## src/hdl/fpba_pkg.sv

```systemverilog
package fpba_pkg;

  // Fixed widths of the ports.
  localparam int CMD_W      = 2;
  localparam int IDX_W      = 4;
  localparam int IN_SIZE_W  = 16;
  localparam int OUT_SIZE_W = 16;
  localparam int POLICY_W   = 2;
  localparam int ACTIVE_W   = 5;
  localparam int CFG_DATA_W = 5;

  // Defaults of the top-level parameters.
  localparam int DEF_NUM_BLOCKS = 16;
  localparam int DEF_SIZE_BITS  = 16;

  // Commands.
  localparam logic [CMD_W-1:0] CMD_LOAD  = 2'd0;
  localparam logic [CMD_W-1:0] CMD_ALLOC = 2'd1;
  localparam logic [CMD_W-1:0] CMD_READ  = 2'd2;

  // Fit policies. Any other code behaves as first fit.
  localparam logic [POLICY_W-1:0] POL_FIRST = 2'd0;
  localparam logic [POLICY_W-1:0] POL_BEST  = 2'd1;
  localparam logic [POLICY_W-1:0] POL_WORST = 2'd2;

  // Configuration register indexes.
  localparam logic REG_FIT_POLICY    = 1'b0;
  localparam logic REG_ACTIVE_BLOCKS = 1'b1;

  localparam logic [POLICY_W-1:0] POLICY_RESET = POL_FIRST;
  localparam logic [ACTIVE_W-1:0] ACTIVE_RESET = 5'd16;

  // Command and configuration broadcast to every cell of the row.
  typedef struct packed {
    logic [CMD_W-1:0]    cmd;
    logic [POLICY_W-1:0] policy;
    logic [ACTIVE_W-1:0] active;
    logic [IDX_W-1:0]    block_index;
  } cell_ctl_t;

endpackage

```

## src/hdl/fpba_cell.sv

```systemverilog
module fpba_cell
  import fpba_pkg::*;
#(
  parameter int NUM_BLOCKS = DEF_NUM_BLOCKS,
  parameter int SIZE_BITS  = DEF_SIZE_BITS,
  parameter int CELL_INDEX = 0
) (
  input  logic                              clk,
  input  logic                              rst,
  input  cell_ctl_t                         ctl,
  input  logic [SIZE_BITS-1:0]              sz,
  input  logic                              dec_en,
  input  logic [$clog2(NUM_BLOCKS)-1:0]     dec_idx,
  input  logic                              in_valid,
  input  logic                              in_found,
  input  logic [SIZE_BITS-1:0]              in_best,
  input  logic [$clog2(NUM_BLOCKS)-1:0]     in_pick,
  output logic                              out_valid,
  output logic                              out_found,
  output logic [SIZE_BITS-1:0]              out_best,
  output logic [$clog2(NUM_BLOCKS)-1:0]     out_pick
);

  localparam int IDX_BITS = $clog2(NUM_BLOCKS);
  localparam int CMP_W    = (IDX_BITS > ACTIVE_W) ? IDX_BITS : ACTIVE_W;
  localparam int ADR_W    = (IDX_BITS > IDX_W) ? IDX_BITS : IDX_W;
  localparam logic [IDX_BITS-1:0] MY_IDX = IDX_BITS'(CELL_INDEX);

  logic [SIZE_BITS-1:0] val;
  logic                 hit;
  logic                 active_ok;
  logic                 better;
  logic                 wr;
  logic                 found_next;
  logic [SIZE_BITS-1:0] best_next;
  logic [IDX_BITS-1:0]  pick_next;

  assign hit       = (ADR_W'(ctl.block_index) == ADR_W'(CELL_INDEX));
  assign active_ok = (CMP_W'(CELL_INDEX) < CMP_W'(ctl.active));

  always_comb begin
    case (ctl.policy)
      POL_BEST:  better = (val < in_best);
      POL_WORST: better = (val > in_best);
      default:   better = 1'b0;
    endcase
  end

  always_comb begin
    found_next = in_found;
    best_next  = in_best;
    pick_next  = in_pick;
    wr         = 1'b0;
    unique case (ctl.cmd)
      CMD_LOAD: begin
        if (hit) begin
          found_next = 1'b1;
          best_next  = sz;
          pick_next  = MY_IDX;
          wr         = 1'b1;
        end
      end
      CMD_READ: begin
        if (hit) begin
          found_next = 1'b1;
          best_next  = val;
          pick_next  = MY_IDX;
        end
      end
      CMD_ALLOC: begin
        // Only a strictly larger block qualifies; ties keep the earlier pick.
        if (active_ok && (val > sz) && (!in_found || better)) begin
          found_next = 1'b1;
          best_next  = val;
          pick_next  = MY_IDX;
        end
      end
      default: begin
      end
    endcase
  end

  always_ff @(posedge clk) begin
    if (rst) begin
      val       <= '0;
      out_valid <= 1'b0;
    end else begin
      out_valid <= in_valid;
      if (in_valid && wr) begin
        val <= sz;
      end else if (dec_en && (dec_idx == MY_IDX)) begin
        val <= val - sz;
      end
    end
  end

  // The search word holds after it passes, so the last cell keeps the answer.
  always_ff @(posedge clk) begin
    if (in_valid) begin
      out_found <= found_next;
      out_best  <= best_next;
      out_pick  <= pick_next;
    end
  end

endmodule

```

## src/hdl/fit_policy_block_allocator.sv

```systemverilog
// Block allocator with first, best and worst fit policies.
// Input channel (in_valid/in_ready) takes one word: command, block_index and
// size_value. Output channel (out_valid/out_ready) returns one word per input
// word: granted, chosen_block and remaining_size.
// Configuration is written through cfg_we/cfg_index/cfg_data; the user must
// write it only while idle, which the block itself does not enforce:
// index 0 is the fit policy, index 1 the number of active blocks.
// Each block's free space lives in its own cell of a row of NUM_BLOCKS cells.
// A search word enters the first cell and moves one cell per cycle through
// the row. The result is registered once the word has left the last cell, and
// a new word is accepted only after the previous result has been registered.
// An allocation reduces the chosen cell in the cycle its result is registered.
// in_ready is low while a command is in the row. A finished result waits in
// the output register; the next command can be accepted meanwhile, but its
// result holds in the row until out_ready frees the register.
// Synchronous reset clears every block to zero, empties the output register
// and sets the policy to first fit with all sixteen blocks active.
module fit_policy_block_allocator
  import fpba_pkg::*;
#(
  parameter int NUM_BLOCKS = DEF_NUM_BLOCKS,
  parameter int SIZE_BITS  = DEF_SIZE_BITS
) (
  input  logic                  clk,
  input  logic                  rst,
  input  logic                  cfg_we,
  input  logic                  cfg_index,
  input  logic [CFG_DATA_W-1:0] cfg_data,
  input  logic                  in_valid,
  output logic                  in_ready,
  input  logic [CMD_W-1:0]      command,
  input  logic [IDX_W-1:0]      block_index,
  input  logic [IN_SIZE_W-1:0]  size_value,
  output logic                  out_valid,
  input  logic                  out_ready,
  output logic                  granted,
  output logic [IDX_W-1:0]      chosen_block,
  output logic [OUT_SIZE_W-1:0] remaining_size
);

  localparam int IDX_BITS = $clog2(NUM_BLOCKS);

  typedef enum logic [1:0] {IDLE, SCAN, FINISH} state_t;

  state_t              state;
  logic                launch;
  logic [CMD_W-1:0]    cmd_q;
  logic [IDX_W-1:0]    idx_q;
  logic [SIZE_BITS-1:0] sz_q;
  logic [POLICY_W-1:0] fit_policy;
  logic [ACTIVE_W-1:0] active_blocks;
  cell_ctl_t           ctl;
  logic                slot_free;
  logic                dec_en;
  logic [SIZE_BITS-1:0] rem_full;

  logic                 tok_valid [NUM_BLOCKS+1];
  logic                 tok_found [NUM_BLOCKS+1];
  logic [SIZE_BITS-1:0] tok_best  [NUM_BLOCKS+1];
  logic [IDX_BITS-1:0]  tok_pick  [NUM_BLOCKS+1];

  assign ctl = '{cmd: cmd_q, policy: fit_policy, active: active_blocks, block_index: idx_q};

  assign tok_valid[0] = launch;
  assign tok_found[0] = 1'b0;
  assign tok_best[0]  = '0;
  assign tok_pick[0]  = '0;

  for (genvar i = 0; i < NUM_BLOCKS; i++) begin : g_cell
    fpba_cell #(
      .NUM_BLOCKS(NUM_BLOCKS),
      .SIZE_BITS (SIZE_BITS),
      .CELL_INDEX(i)
    ) u_cell (
      .clk      (clk),
      .rst      (rst),
      .ctl      (ctl),
      .sz       (sz_q),
      .dec_en   (dec_en),
      .dec_idx  (tok_pick[NUM_BLOCKS]),
      .in_valid (tok_valid[i]),
      .in_found (tok_found[i]),
      .in_best  (tok_best[i]),
      .in_pick  (tok_pick[i]),
      .out_valid(tok_valid[i+1]),
      .out_found(tok_found[i+1]),
      .out_best (tok_best[i+1]),
      .out_pick (tok_pick[i+1])
    );
  end

  assign in_ready  = (state == IDLE);
  assign slot_free = !out_valid || out_ready;
  assign dec_en    = (state == FINISH) && slot_free && (cmd_q == CMD_ALLOC)
                     && tok_found[NUM_BLOCKS];
  assign rem_full  = (cmd_q == CMD_ALLOC) ? (tok_best[NUM_BLOCKS] - sz_q)
                                          : tok_best[NUM_BLOCKS];

  always_ff @(posedge clk) begin
    if (rst) begin
      state         <= IDLE;
      launch        <= 1'b0;
      out_valid     <= 1'b0;
      fit_policy    <= POLICY_RESET;
      active_blocks <= ACTIVE_RESET;
    end else begin
      launch <= 1'b0;
      if (out_valid && out_ready) begin
        out_valid <= 1'b0;
      end
      if (cfg_we) begin
        unique case (cfg_index)
          REG_FIT_POLICY:    fit_policy    <= cfg_data[POLICY_W-1:0];
          REG_ACTIVE_BLOCKS: active_blocks <= cfg_data[ACTIVE_W-1:0];
        endcase
      end
      unique case (state)
        IDLE: begin
          if (in_valid) begin
            cmd_q  <= command;
            idx_q  <= block_index;
            sz_q   <= SIZE_BITS'(size_value);
            launch <= 1'b1;
            state  <= SCAN;
          end
        end
        SCAN: begin
          if (tok_valid[NUM_BLOCKS]) begin
            state <= FINISH;
          end
        end
        FINISH: begin
          if (slot_free) begin
            out_valid <= 1'b1;
            granted   <= tok_found[NUM_BLOCKS];
            if (tok_found[NUM_BLOCKS]) begin
              chosen_block   <= IDX_W'(tok_pick[NUM_BLOCKS]);
              remaining_size <= OUT_SIZE_W'(rem_full);
            end else begin
              chosen_block   <= '0;
              remaining_size <= '0;
            end
            state <= IDLE;
          end
        end
        default: state <= IDLE;
      endcase
    end
  end

endmodule

```

## config.mk

```make
export PLATFORM = sky130hd
export DESIGN_NAME = fit_policy_block_allocator
export DESIGN_NICKNAME = d
export VERILOG_FILES = /design/src/hdl/fpba_pkg.sv /design/src/hdl/fpba_cell.sv /design/src/hdl/fit_policy_block_allocator.sv
export SDC_FILE = /design/constraint.sdc
export NUM_CORES = 2
export LEC_CHECK = 0
export ABC_AREA = 1
export BUFFER_PORTS_ARGS = -buffer_cell sky130_fd_sc_hd__buf_4
export CORE_ASPECT_RATIO = 1.2
export CORE_MARGIN = 8
export CORE_UTILIZATION = 55
export CTS_CLUSTER_SIZE = 14
export DETAILED_ROUTE_END_ITERATION = 7
export PLACE_DENSITY = 0.71
export SKIP_CTS_REPAIR_TIMING = 1
export SYNTH_ARGS = -nofsm -noshare
export SYNTH_HDL_FRONTEND = slang
export SYNTH_SLANG_ARGS = --single-unit
```

## constraint.sdc

```tcl
create_clock -name clk -period 4.5 [get_ports clk]
set_clock_uncertainty 0.15 [all_clocks]
set_input_delay 0.45 -clock clk [delete_from_list [all_inputs] [get_ports clk]]
set_output_delay 0.45 -clock clk [all_outputs]
set_load 0.02 [all_outputs]
```

==> impl_metrics.ini <==
[clock_tree]
htreeDepth = 3
cts_tree = yes
clkLatencyLatePin_ns = 0.68
cts_buffer_depth = 3
numCtsBuffers = 76
cts_sinks = 647
cts.clk_slew.worst_paths_ns = 0.06
clk_root_buffer_cell = clkbuf_16

[synth]
async_flop_share = 0
yosysSeqAreaShare = 0.298
synth_edf_count = 364
synthesis.nets = 8729
ys.flop_type = edfxtp_1
ys_types = 55
synth-seq-cells = 647
synth_warnings = 0
syn_avg_cell_area_sq_um = 6.81
netlist_area_sq_mm = 0.0556
synthesis.instances = 8166

[setup_path]
critPathLaunchType = flop
crit_path_start = sz_q[13]
crit_buf_inv = 4
critPathKind = flop to flop
crit_family = simple AND/OR/NAND/NOR gates
cpPeakStageDelay_ns = 0.58
cp_common_cell = nand2_1
slowest_stage = nor2_2
cp_max_fo = 17
timing.rr.start = sz_q[13]
end_kind = flop
critPathRequiredTime_ns = 4.90
critical_path.cell_chain = inv_2 -> buf_4 -> ha_1 -> nand2_1 -> inv_1 -> nand3_1 -> nor2_1 -> nand2_1 -> nand2_1 -> nand2_1 -> nor2_2 -> nand3_1 -> o21ai_0 -> inv_1 -> nand2_1
cp.arrival_ns = 4.43

[sta]
drv_slew = 0
hold_violations = 1
rsz0062_at_grt = false
fmax_mhz = 248
holdWs_ns = -0.0000261
fin_crit_ns = 4.03
tightestPinTransition_ns = 1.11
setup_viol = 0
finalCritPeriodShare = 0.895
relSlewSlack = 0.262
final.setup.tns_ns = 0

[layout]
finalNetCount = 8680
drive_gt1_frac = 0.0579
syn2layout_area_growth_pct = 8.86

[detailed_routing]
routedWlPerCell_um = 22.6
drt_iter0_drc = 7156
drc_errors = 0
dr.pass1.iters = 6
vias = 58800
wl_um = 214000
routed_via_density = 6.20
ant_nets = 0

[worst_hold_path]
hp-class = primary input to flop
hp-start = cfg_data[2]

[flow_run]
drv_cap = 0

[place]
gp_congestion = 0.974
dp_hpwl_um = 146000
port_buffers = 55

[power_and_ir_drop]
power.total_w = 0.0145
cellLeakagePower_nw = 28.2
peakVddDrop_mv = 0.331
powerDensity_mw_per_mm2 = 240

[global_routing]
grt_max_degree = 161
antenna_found_initial = 7
grt-ovfl-total = 0
grt_pass1_vias = 54500
grt.total_usage = 0.369
grt_pass1_wl_um = 321000

[floorplanning]
die-area_sq_mm = 0.112
initial_utilization = 0.551
fp-row-count = 128
die_w_um = 306
die_h_um = 364
core_area_sq_mm = 0.101
io_pins = 56

[run_status]
status = finished with violations
violations = negative hold slack
worst reg2reg max path, delay by kind of cell (launching register included):
kind                       cells  cell delay [ns]
buffers and inverters          4             1.17
adders and majority gates      1             0.29
DFF                            1             0.41
AOI/OAI and AO/OA              1             0.22
and+or+nand+nor                9             1.66
layout by cell type (no fill, tap or decap), types with 197 or more instances in the layout:
| master | n |
|---|---|
| nand2_1 | 1963 |
| inv_1 | 984 |
| a21oi_1 | 810 |
| o21ai_0 | 759 |
| nand3_1 | 701 |
| ha_1 | 512 |
| nor2_1 | 471 |
| edfxtp_1 | 364 |
| dfxtp_1 | 283 |
| buf_4 | 197 |
final cells by class:
| type | count | area (sq um) |
|---|---|---|
| antenna | 10 | 25.0 |
| clock buffer | 100 | 2130 |
| clock inverter | 41 | 458 |
| fill | 9483 | 40300 |
| inverter | 1023 | 3850 |
| multi-input combinational | 6125 | 33700 |
| sequential | 647 | 16600 |
| tap | 1300 | 1630 |
| timing repair buffer | 244 | 2140 |
synthesized netlist by cell type (5+ instances only):
cell type / number / area [sq um]
a211oi_1: 7 / 52.6
a21boi_0: 31 / 233
a21o_1: 51 / 383
a21oi_1: 810 / 4050
a221oi_1: 11 / 96.3
a22oi_1: 25 / 188
a2bb2oi_1: 6 / 52.6
a31o_2: 5 / 43.8
a31oi_1: 125 / 782
buf_1: 16 / 60.1
buf_2: 43 / 215
clkbuf_1: 304 / 1140
clkinv_1: 5 / 18.8
dfxtp_1: 283 / 5670
edfxtp_1: 364 / 10900
fa_1: 17 / 340
ha_1: 513 / 6420
inv_1: 996 / 3740
inv_2: 22 / 82.6
nand2_1: 1964 / 7370
nand2_2: 11 / 68.8
nand3_1: 701 / 3510
nand3b_1: 40 / 300
nand4_1: 143 / 895
nor2_1: 474 / 1780
nor2_2: 15 / 93.8
nor3_1: 50 / 250
nor3_2: 12 / 120
nor3_4: 6 / 97.6
o211ai_1: 16 / 120
o21a_1: 22 / 165
o21ai_0: 759 / 3800
o21ai_1: 7 / 35.0
o21bai_1: 33 / 248
o221ai_1: 11 / 96.3
o22ai_1: 63 / 394
or2_2: 25 / 156
xnor2_1: 51 / 447
xor2_1: 91 / 797
through the flow:
stage / utilization / std cells / setup slack, ns / hold WS, ns / cell area [sq um]
floorplan: - / 8166 / 0.989 / 0.301 / 55600
global placement: 0.572 / 9312 / 0.701 / 0.298 / 57700
detailed placement: 0.572 / 9312 / 0.663 / 0.292 / 57700
CTS: 0.597 / 9453 / 0.661 / -0.227 / 60300
global route: 0.600 / 9481 / 0.269 / 0.0167 / 60500
finish: 0.600 / 9490 / 0.474 / -0.0000261 / 60500
where the power goes:
part           internal, W  switching, W
clock network      0.00381       0.00277
registers          0.00627     0.0000340
logic             0.000466       0.00118
total               0.0105       0.00399
metal layers:
metal	part of all wire	vias to the layer above	GRT usage
met3	0.11	767	0.0708
met5	0	-	0
met4	0.079	0	0.259
li1	-	27600	-
met2	0.44	3366	0.593
met1	0.37	27100	0.447
logic make-up (layout without fill, tap and decap cells):
group           Yosys count  count (layout)  synth area share
simple gates           3455            3455             0.266
buf+inv                1394            1408            0.0959
flops                   647             647             0.298
other cells               0              10                 0
fa+ha+maj               530             530             0.122
xor+xnor                142             142            0.0224
compound gates         1998            1998             0.196
flip-flops by register name, summed over array words and instances (netlist names), 4 cells and up:
name                     cells
active_blocks                5
remaining_size              16
g_cell.u_cell.out_pick      49
idx_q                        4
g_cell.u_cell.val          256
chosen_block                 4
g_cell.u_cell.out_found     16
g_cell.u_cell.out_best     256
g_cell.u_cell.out_valid     16
sz_q                        16
final timing paths:
kind         cells past startpoint                             to  slack (ns)
min reg2reg                      2    g_cell[12].u_cell.out_valid        0.31
min                              3               active_blocks[2]    -0.00003
max                             15  g_cell[10].u_cell.out_pick[1]        0.47
max reg2reg                     15  g_cell[10].u_cell.out_pick[1]        0.47
Note: power is estimated with default switching activity, not from simulation.
